**config.mk**
```make
export PLATFORM = sky130hd
export DESIGN_NAME = ultrasonic_echo_ranger_core
export DESIGN_NICKNAME = d
export VERILOG_FILES = /design/src/rtl/uer_pkg.sv /design/src/rtl/uer_cfg.sv /design/src/rtl/uer_fsm.sv /design/src/rtl/ultrasonic_echo_ranger_core.sv
export SDC_FILE = /design/constraint.sdc
export NUM_CORES = 1
export LEC_CHECK = 0
export BUFFER_PORTS_ARGS = -buffer_cell sky130_fd_sc_hd__buf_4
export CAP_MARGIN = 20
export CORE_AREA = 2 2 106 108
export CTS_BUF_LIST = sky130_fd_sc_hd__clkbuf_4 sky130_fd_sc_hd__clkbuf_8
export CTS_CLUSTER_DIAMETER = 120
export DETAILED_ROUTE_END_ITERATION = 10
export DIE_AREA = 0 0 108 110
export HOLD_SLACK_MARGIN = 0.05
export PLACE_DENSITY = 0.77
export SLEW_MARGIN = 0
export SYNTH_ARGS = -nofsm -noshare
export SYNTH_HDL_FRONTEND = slang
export SYNTH_SLANG_ARGS = --single-unit
export TNS_END_PERCENT = 5
```
**constraint.sdc**
```tcl
create_clock -name clk -period 7.5 [get_ports clk]
set_input_delay 1.5 -clock clk [delete_from_list [all_inputs] [get_ports clk]]
set_output_delay 1.5 -clock clk [all_outputs]
set_load 0.1 [all_outputs]
```
**src/rtl/uer_pkg.sv**
```systemverilog
`timescale 1ns / 1ps

package uer_pkg;

  localparam int COUNT_WIDTH_DEF = 16;
  localparam int TICK_CFG_W      = 16;
  localparam int WRAP_W          = 2;
  localparam int ECHO_COUNT_W    = 16;
  localparam int CFG_INDEX_W     = 2;

  localparam logic [TICK_CFG_W-1:0] TRIGGER_TICKS_RST    = 16'd12;
  localparam logic [TICK_CFG_W-1:0] POST_DELAY_TICKS_RST = 16'd10100;
  localparam logic [WRAP_W-1:0]     MAX_OVERFLOWS_RST    = 2'd2;

  typedef enum logic [2:0] {
    PH_IDLE,
    PH_TRIG,
    PH_WAIT,
    PH_MEAS,
    PH_POST
  } phase_t;

  typedef enum logic [CFG_INDEX_W-1:0] {
    CFG_TRIGGER_TICKS,
    CFG_POST_DELAY_TICKS,
    CFG_MAX_OVERFLOWS
  } cfg_index_t;

  typedef struct packed {
    logic [TICK_CFG_W-1:0] trigger_ticks;
    logic [TICK_CFG_W-1:0] post_delay_ticks;
    logic [WRAP_W-1:0]     max_overflows;
  } cfg_t;

  typedef struct packed {
    logic start_req;
    logic echo_level;
  } in_t;

  typedef struct packed {
    logic                    trigger_level;
    logic                    busy_res;
    logic                    done_res;
    logic                    status;
    logic [WRAP_W-1:0]       echo_wraps;
    logic [ECHO_COUNT_W-1:0] echo_count;
  } out_t;

endpackage

```
**src/rtl/uer_cfg.sv**
```systemverilog
`timescale 1ns / 1ps

module uer_cfg (
  input  logic                             clk,
  input  logic                             rst,
  input  logic                             wr_en,
  input  logic [uer_pkg::CFG_INDEX_W-1:0]  wr_index,
  input  logic [uer_pkg::TICK_CFG_W-1:0]   wr_data,
  output uer_pkg::cfg_t                    cfg
);

  always_ff @(posedge clk) begin
    if (rst) begin
      cfg.trigger_ticks    <= uer_pkg::TRIGGER_TICKS_RST;
      cfg.post_delay_ticks <= uer_pkg::POST_DELAY_TICKS_RST;
      cfg.max_overflows    <= uer_pkg::MAX_OVERFLOWS_RST;
    end else if (wr_en) begin
      case (wr_index)
        uer_pkg::CFG_TRIGGER_TICKS: begin
          cfg.trigger_ticks <= wr_data;
        end
        uer_pkg::CFG_POST_DELAY_TICKS: begin
          cfg.post_delay_ticks <= wr_data;
        end
        uer_pkg::CFG_MAX_OVERFLOWS: begin
          cfg.max_overflows <= wr_data[uer_pkg::WRAP_W-1:0];
        end
        default: begin
          // unmapped index: write is dropped
        end
      endcase
    end
  end

endmodule

```
**src/rtl/uer_fsm.sv**
```systemverilog
`timescale 1ns / 1ps

module uer_fsm #(
  parameter int COUNT_WIDTH = uer_pkg::COUNT_WIDTH_DEF
) (
  input  logic          clk,
  input  logic          rst,
  input  logic          step,
  input  uer_pkg::in_t  item,
  input  uer_pkg::cfg_t cfg,
  output uer_pkg::out_t res_next
);

  // tick counter serves trigger/settle timing (16 bit) and echo timing
  localparam int TW = (COUNT_WIDTH > uer_pkg::TICK_CFG_W) ? COUNT_WIDTH : uer_pkg::TICK_CFG_W;
  localparam int SW = uer_pkg::TICK_CFG_W + 1;

  uer_pkg::phase_t                     phase, phase_next;
  logic [TW-1:0]                       tick_count, tick_count_next;
  logic [uer_pkg::WRAP_W-1:0]          wrap_count, wrap_count_next;
  logic                                prev_echo;
  logic [uer_pkg::WRAP_W-1:0]          held_wraps, held_wraps_next;
  logic [uer_pkg::ECHO_COUNT_W-1:0]    held_count, held_count_next;
  logic                                held_status, held_status_next;
  logic                                done_next;

  logic                   rise, fall;
  logic [SW-1:0]          step_sum;
  logic [COUNT_WIDTH-1:0] meas_cnt;
  logic [TW-1:0]          meas_ext;
  logic                   meas_wrap;

  assign rise      = item.echo_level & ~prev_echo;
  assign fall      = ~item.echo_level & prev_echo;
  assign step_sum  = {1'b0, tick_count[uer_pkg::TICK_CFG_W-1:0]} + SW'(1);
  assign meas_cnt  = tick_count[COUNT_WIDTH-1:0] + COUNT_WIDTH'(1);
  assign meas_ext  = TW'(meas_cnt);
  assign meas_wrap = (meas_cnt == '0);

  always_comb begin
    phase_next       = phase;
    tick_count_next  = tick_count;
    wrap_count_next  = wrap_count;
    held_wraps_next  = held_wraps;
    held_count_next  = held_count;
    held_status_next = held_status;
    done_next        = 1'b0;
    case (phase)
      uer_pkg::PH_IDLE: begin
        if (item.start_req) begin
          phase_next      = uer_pkg::PH_TRIG;
          tick_count_next = '0;
          wrap_count_next = '0;
        end
      end
      uer_pkg::PH_TRIG: begin
        tick_count_next = TW'(step_sum);
        if (step_sum >= {1'b0, cfg.trigger_ticks}) begin
          phase_next      = uer_pkg::PH_WAIT;
          tick_count_next = '0;
        end
      end
      uer_pkg::PH_WAIT: begin
        if (rise) begin
          phase_next      = uer_pkg::PH_MEAS;
          tick_count_next = '0;
          wrap_count_next = '0;
        end
      end
      uer_pkg::PH_MEAS: begin
        tick_count_next = meas_ext;
        if (meas_wrap && (wrap_count >= cfg.max_overflows)) begin
          // timeout wins over a falling edge on the same tick
          phase_next       = uer_pkg::PH_IDLE;
          held_status_next = 1'b1;
          done_next        = 1'b1;
          tick_count_next  = '0;
        end else begin
          if (meas_wrap) begin
            wrap_count_next = wrap_count + uer_pkg::WRAP_W'(1);
          end
          if (fall) begin
            held_count_next  = meas_ext[uer_pkg::ECHO_COUNT_W-1:0];
            held_wraps_next  = wrap_count_next;
            held_status_next = 1'b0;
            tick_count_next  = '0;
            phase_next       = uer_pkg::PH_POST;
          end
        end
      end
      uer_pkg::PH_POST: begin
        tick_count_next = TW'(step_sum);
        if (step_sum >= {1'b0, cfg.post_delay_ticks}) begin
          phase_next      = uer_pkg::PH_IDLE;
          tick_count_next = '0;
          done_next       = 1'b1;
        end
      end
      default: begin
        phase_next = uer_pkg::PH_IDLE;
      end
    endcase

    res_next.trigger_level = (phase_next == uer_pkg::PH_TRIG);
    res_next.busy_res      = (phase_next != uer_pkg::PH_IDLE);
    res_next.done_res      = done_next;
    res_next.status        = held_status_next;
    res_next.echo_wraps    = held_wraps_next;
    res_next.echo_count    = held_count_next;
  end

  always_ff @(posedge clk) begin
    if (rst) begin
      phase       <= uer_pkg::PH_IDLE;
      tick_count  <= '0;
      wrap_count  <= '0;
      prev_echo   <= 1'b0;
      held_wraps  <= '0;
      held_count  <= '0;
      held_status <= 1'b0;
    end else if (step) begin
      phase       <= phase_next;
      tick_count  <= tick_count_next;
      wrap_count  <= wrap_count_next;
      prev_echo   <= item.echo_level;
      held_wraps  <= held_wraps_next;
      held_count  <= held_count_next;
      held_status <= held_status_next;
    end
  end

endmodule

```
**src/rtl/ultrasonic_echo_ranger_core.sv**
```systemverilog
`timescale 1ns / 1ps

// Ultrasonic echo ranger: one input transfer per timer tick (start_req, echo_level),
// one result transfer per tick (trigger pin level, busy, done pulse, status,
// latched wrap count and echo width of the last echo).
// Input channel: in_valid/in_ready/in_data. Result channel: out_valid/out_ready/out_data.
// Config channel: cfg_valid/cfg_ready/cfg_index/cfg_data, always ready; index 0
// trigger_ticks, 1 post_delay_ticks, 2 max_overflows. Write only with no tick in flight.
// Path: an accepted tick is held in the input register, is processed by
// the phase/counter update and lands in the output register, which raises
// out_valid; the result transfer happens while out_ready is high.
// Throughput: 1 tick per cycle while out_ready is high; the phase and counter update is combinational.
// Reset: registers return to 12 / 10100 / 2, phase idle, counters and latched
// results zero, both pipeline registers empty.
// Stall: while out_ready is low the result holds; the input register takes one
// more tick, then in_ready drops until the result transfer happens.
module ultrasonic_echo_ranger_core #(
  parameter int COUNT_WIDTH = uer_pkg::COUNT_WIDTH_DEF
) (
  input  logic                            clk,
  input  logic                            rst,
  input  logic                            in_valid,
  output logic                            in_ready,
  input  uer_pkg::in_t                    in_data,
  output logic                            out_valid,
  input  logic                            out_ready,
  output uer_pkg::out_t                   out_data,
  input  logic                            cfg_valid,
  output logic                            cfg_ready,
  input  logic [uer_pkg::CFG_INDEX_W-1:0] cfg_index,
  input  logic [uer_pkg::TICK_CFG_W-1:0]  cfg_data
);

  uer_pkg::cfg_t cfg;
  uer_pkg::in_t  s1_item;
  uer_pkg::out_t res_next;
  logic          s1_valid;
  logic          out_free;
  logic          advance;
  logic          in_xfer;

  assign cfg_ready = 1'b1;

  // output slot free when empty or being drained this cycle
  assign out_free = ~out_valid | out_ready;
  assign advance  = s1_valid & out_free;
  assign in_ready = ~s1_valid | out_free;
  assign in_xfer  = in_valid & in_ready;

  uer_cfg u_cfg (
    .clk      (clk),
    .rst      (rst),
    .wr_en    (cfg_valid & cfg_ready),
    .wr_index (cfg_index),
    .wr_data  (cfg_data),
    .cfg      (cfg)
  );

  // state advances exactly once per tick, as it moves into the output register
  uer_fsm #(
    .COUNT_WIDTH (COUNT_WIDTH)
  ) u_fsm (
    .clk      (clk),
    .rst      (rst),
    .step     (advance),
    .item     (s1_item),
    .cfg      (cfg),
    .res_next (res_next)
  );

  // input register
  always_ff @(posedge clk) begin
    if (rst) begin
      s1_valid <= 1'b0;
    end else if (in_xfer) begin
      s1_valid <= 1'b1;
    end else if (advance) begin
      s1_valid <= 1'b0;
    end
  end

  always_ff @(posedge clk) begin
    if (in_xfer) begin
      s1_item <= in_data;
    end
  end

  // result register
  always_ff @(posedge clk) begin
    if (rst) begin
      out_valid <= 1'b0;
    end else if (advance) begin
      out_valid <= 1'b1;
    end else if (out_ready) begin
      out_valid <= 1'b0;
    end
  end

  always_ff @(posedge clk) begin
    if (advance) begin
      out_data <= res_next;
    end
  end

`ifndef SYNTHESIS
  // a ready receiver never back-pressures the input side
  a_no_stall_when_drained: assert property (@(posedge clk) disable iff (rst)
    out_ready |-> in_ready)
    else $error("in_ready low while out_ready high");

  // a done pulse always coincides with the return to idle
  a_done_is_idle: assert property (@(posedge clk) disable iff (rst)
    (out_valid && out_data.done_res) |-> (!out_data.busy_res && !out_data.trigger_level))
    else $error("done result while still busy");

  // the trigger pin is only driven during a measurement
  a_trigger_busy: assert property (@(posedge clk) disable iff (rst)
    (out_valid && out_data.trigger_level) |-> out_data.busy_res)
    else $error("trigger driven while idle");

  // the input register only drains into a free output slot, and the drained tick is held there as valid
  a_advance_fills_out: assert property (@(posedge clk) disable iff (rst)
    advance |=> out_valid)
    else $error("processed tick lost");
`endif

endmodule
```
==> impl_metrics.yaml <==
outcome:
  run_status: "completed"
power_and_ir_drop:
  static-leakage-power_nw: 2.35
  power.density_nw_per_um2: 178
  irDropWorstVdd_mv: 0.0908
clocking:
  worst_setup_hold_path_clk_slew_ps: 100
  cts-htree-levels: 3
  clk_latency_ps: 370
  number_of_buffers_added_by_the_clock_tree_synthesis_step: 9
  post_cts_resized: 0
  post-cts-setup-buffer-count: 0
  cts.path.max_buffers: 2
  tritoncts: "yes"
  cts.sinks: 101
  postCtsHoldBufs: 0
  cts.root.buffer_cell: "clkbuf_8"
critical_path:
  cp_num_buf_inv: 1
  cp_slowest_cell: "a2111oi_0"
  path_delay_family: "compound AO/OA/AOI/OAI gates"
  critical_path_cell_by_cell: "ha_1, nand4_1, nor4_2, xnor2_1, inv_1, ha_1, o21ai_0, a2111oi_0, a221oi_1, nand4b_1, o21ai_0, o21ai_4, o21ai_1"
  critPathMaxFanout: 14
  cp.arrival_ps: 4270
  r2r-end: "u_fsm.tick_count[9]$_SDFFE_PP0P_"
  reg2regPathDepth: 13
  critPathLaunchType: "register"
  end_kind: "register"
  cp_slowest_stage_delay_ps: 570
  regToRegStartpoint: "u_fsm.tick_count[0]$_SDFFE_PP0P_"
  setup.reg_to_reg.worst_slack_ps: 3470
  timing_worst_setup_path_type: "register to register"
  worst_path_required_ps: 7750
run:
  maxCapViolations: 0
place:
  dp.final_hpwl_um: 8420
  io_buffer_count: 48
  placed_cells: 762
  place_congestion: 0.971
sta:
  max_freq_mhz: 248
  finalCriticalPeriod_ps: 4030
  final_min_period_over_clock_period_pct: 53.7
  worst-slew-pin-transition_ps: 1020
  final-max-slew-violation-count: 0
  max-slew-margin-rel_pct: 31.6
  timing_hold_violations_final: 0
  rsz0062_at_grt: "false"
  finalSetupViolCount: 0
  totalNegativeSetupSlack_ps: 0
  setup_skew_after_layout_ps: 8.46
synthesis:
  synth-warning-count: 0
  post_synth.cell_area_avg_um2: 8.71
  mappedNetlistNets: 663
  synth_top_flop_cell: "dfxtp_1"
  synth_top_area_share_pct: 29.3
  yosys_register_bits: 101
  netlist_top_cells_area: "dfxtp_1, edfxtp_1, ha_1, nand2_1, a21oi_1"
  synth_edf_count: 24
  synth_cell_type_count: 61
  synth_area_leader_cell: "dfxtp_1"
  synthesis.area_um2: 5250
  asyncSetResetFlopFracSynth_pct: 0
  synth.yosys.seq_area_share_pct: 43.1
  post_synth_inst_count: 603
routing:
  detailedRoute.firstIterationViolations: 204
  drtAntennaViolNets: 0
  drcViolationCount: 0
  drt-vias-per-instance: 5.46
  post_drt_wl_per_cell_um: 14.6
  dr_total_vias: 4250
  firstDrtPassIters: 5
  wirelength_um: 11400
floorplanning:
  initial_utilization_pct: 49.1
  fp.dieArea_um2: 11900
  chipHeight_um: 110
  floorplan.rows: 38
  design.core.area_um2: 10700
  chipWidth_um: 108
  pin_count: 50
cells_and_area:
  area_overhead_vs_synth_pct: 11.2
  nNetsFinal: 694
  antenna_cells: 0
  commonest_non_fill_non_tap_cell_in_the_layout: "nand2_1"
  stdcell_count: 779
  layout.cells.most_common_list: "nand2_1, dfxtp_1, inv_1"
  post_route_cells_drive_above_1_share_pct: 14.1
hold_path:
  timing.hold.worst.start: "u_cfg.cfg[31]$_SDFFE_PP0P_"
  count_of_cells_along_the_worst_hold_path: 2
  min_delay_worst_endpoint: "u_cfg.cfg[31]$_SDFFE_PP0P_"
  hold_path_class: "register to register"
grt:
  number_of_global_route_vias_before_repair: 3776
  grt_antenna_before_repair: 0
  global_route.usage.total_pct: 19.5
  globalRoute.totalOverflow: 0
  grt_pass1_wl_um: 18200
  grt_start_max_net_pins: 66
sequential cells by signal, summed over array words and instances, names as in the netlist:
name / flops
out_data: 22
out_valid: 1
s1_item: 2
s1_valid: 1
u_cfg.cfg: 34
u_fsm.held_count: 16
u_fsm.held_status: 1
u_fsm.held_wraps: 2
u_fsm.phase: 3
u_fsm.prev_echo: 1
u_fsm.tick_count: 16
u_fsm.wrap_count: 2
how the worst max path moves through the flow:
stage / from / to / slack, ps / depth (start not counted)
2_1_floorplan: out_ready / in_ready / 3740 / 2
3_3_place_gp: u_fsm.tick_count[0]$_SDFFE_PP0P_ / u_fsm.tick_count[13]$_SDFFE_PP0P_ / 3790 / 13
3_5_place_dp: u_fsm.tick_count[0]$_SDFFE_PP0P_ / u_fsm.tick_count[5]$_SDFFE_PP0P_ / 3560 / 13
4_1_cts: u_fsm.tick_count[0]$_SDFFE_PP0P_ / u_fsm.tick_count[9]$_SDFFE_PP0P_ / 3550 / 13
5_1_grt: u_fsm.tick_count[0]$_SDFFE_PP0P_ / u_fsm.tick_count[13]$_SDFFE_PP0P_ / 3210 / 13
6_report: u_fsm.tick_count[0]$_SDFFE_PP0P_ / u_fsm.tick_count[9]$_SDFFE_PP0P_ / 3470 / 13
where the power goes:
part,total [mW],internal [mW],switching (mW)
combinational,0.125,0.0354,0.0900
sequential,0.579,0.571,0.00779
clock,0.335,0.130,0.205
total,1.04,0.736,0.303
final cells by class:
type	instances	area (um2)
clock buffer	9	124
tap	140	175
fill	957	4860
clock inverter	7	65.1
multi-input combinational	417	2620
timing repair buffer	51	387
inverter	54	203
sequential	101	2260
cell usage after synthesis (2+ instances only):
| cell | number |
|---|---|
| a21o_1 | 3 |
| nand2_1 | 100 |
| nand4_1 | 8 |
| edfxtp_1 | 24 |
| nand2b_1 | 4 |
| nor2_1 | 52 |
| a21oi_1 | 42 |
| a211oi_2 | 12 |
| and4_1 | 3 |
| mux2i_1 | 4 |
| o21ai_1 | 16 |
| and3b_1 | 2 |
| nand3_1 | 11 |
| a221oi_1 | 3 |
| a211oi_1 | 8 |
| dfxtp_1 | 77 |
| a31oi_1 | 2 |
| xnor2_1 | 12 |
| nor4_1 | 4 |
| nor3_1 | 7 |
| xor2_1 | 6 |
| clkbuf_1 | 19 |
| nor2b_1 | 6 |
| o21ai_0 | 28 |
| buf_4 | 3 |
| inv_1 | 54 |
| ha_1 | 35 |
| o211ai_1 | 2 |
| buf_2 | 3 |
| and3_1 | 2 |
| a211o_1 | 13 |
| nand3b_1 | 2 |
| or3_1 | 4 |
| buf_6 | 5 |
kinds of logic after synthesis:
| family | synth area share, % |
|---|---|
| simple gates | 18.8 |
| compound gates | 18.7 |
| flops | 43.1 |
| buf+inv | 7.07 |
| fa+ha+maj | 8.34 |
| xor+xnor | 3.00 |
| mux | 0.977 |
| other cells | 0.0714 |
stage by stage:
| stage | instance area, um2 | power (mW) | hold slack, ps | util, % | setup slack (ps) |
|---|---|---|---|---|---|
| floorplan | 5250 | 0.682 | 436 | - | 3740 |
| global placement | 5640 | 0.714 | 444 | 52.7 | 3790 |
| detailed placement | 5640 | 0.717 | 448 | 52.7 | 3560 |
| CTS | 5830 | 1.05 | 463 | 54.5 | 3550 |
| global route | 5840 | 1.08 | 483 | 54.6 | 3210 |
| finish | 5840 | 1.04 | 461 | 54.6 | 3470 |
worst min-delay path: cells and delay by family (launching register included):
kind | cells | cell delay, ps
AO/OA/AOI/OAI | 1 | 50
flip-flops | 1 | 320
AND/OR/NAND/NOR | 1 | 50
metal layers:
metal / global-route usage (%) / up-vias / part of all wire, %
li1: - / 2139 / -
met1: 25.8 / 1984 / 46
met2: 32.3 / 108 / 47
met3: 3.64 / 19 / 4.7
met4: 6.78 / 0 / 2.4
met5: 0 / - / 0
Power figures use the tool's default switching activity.
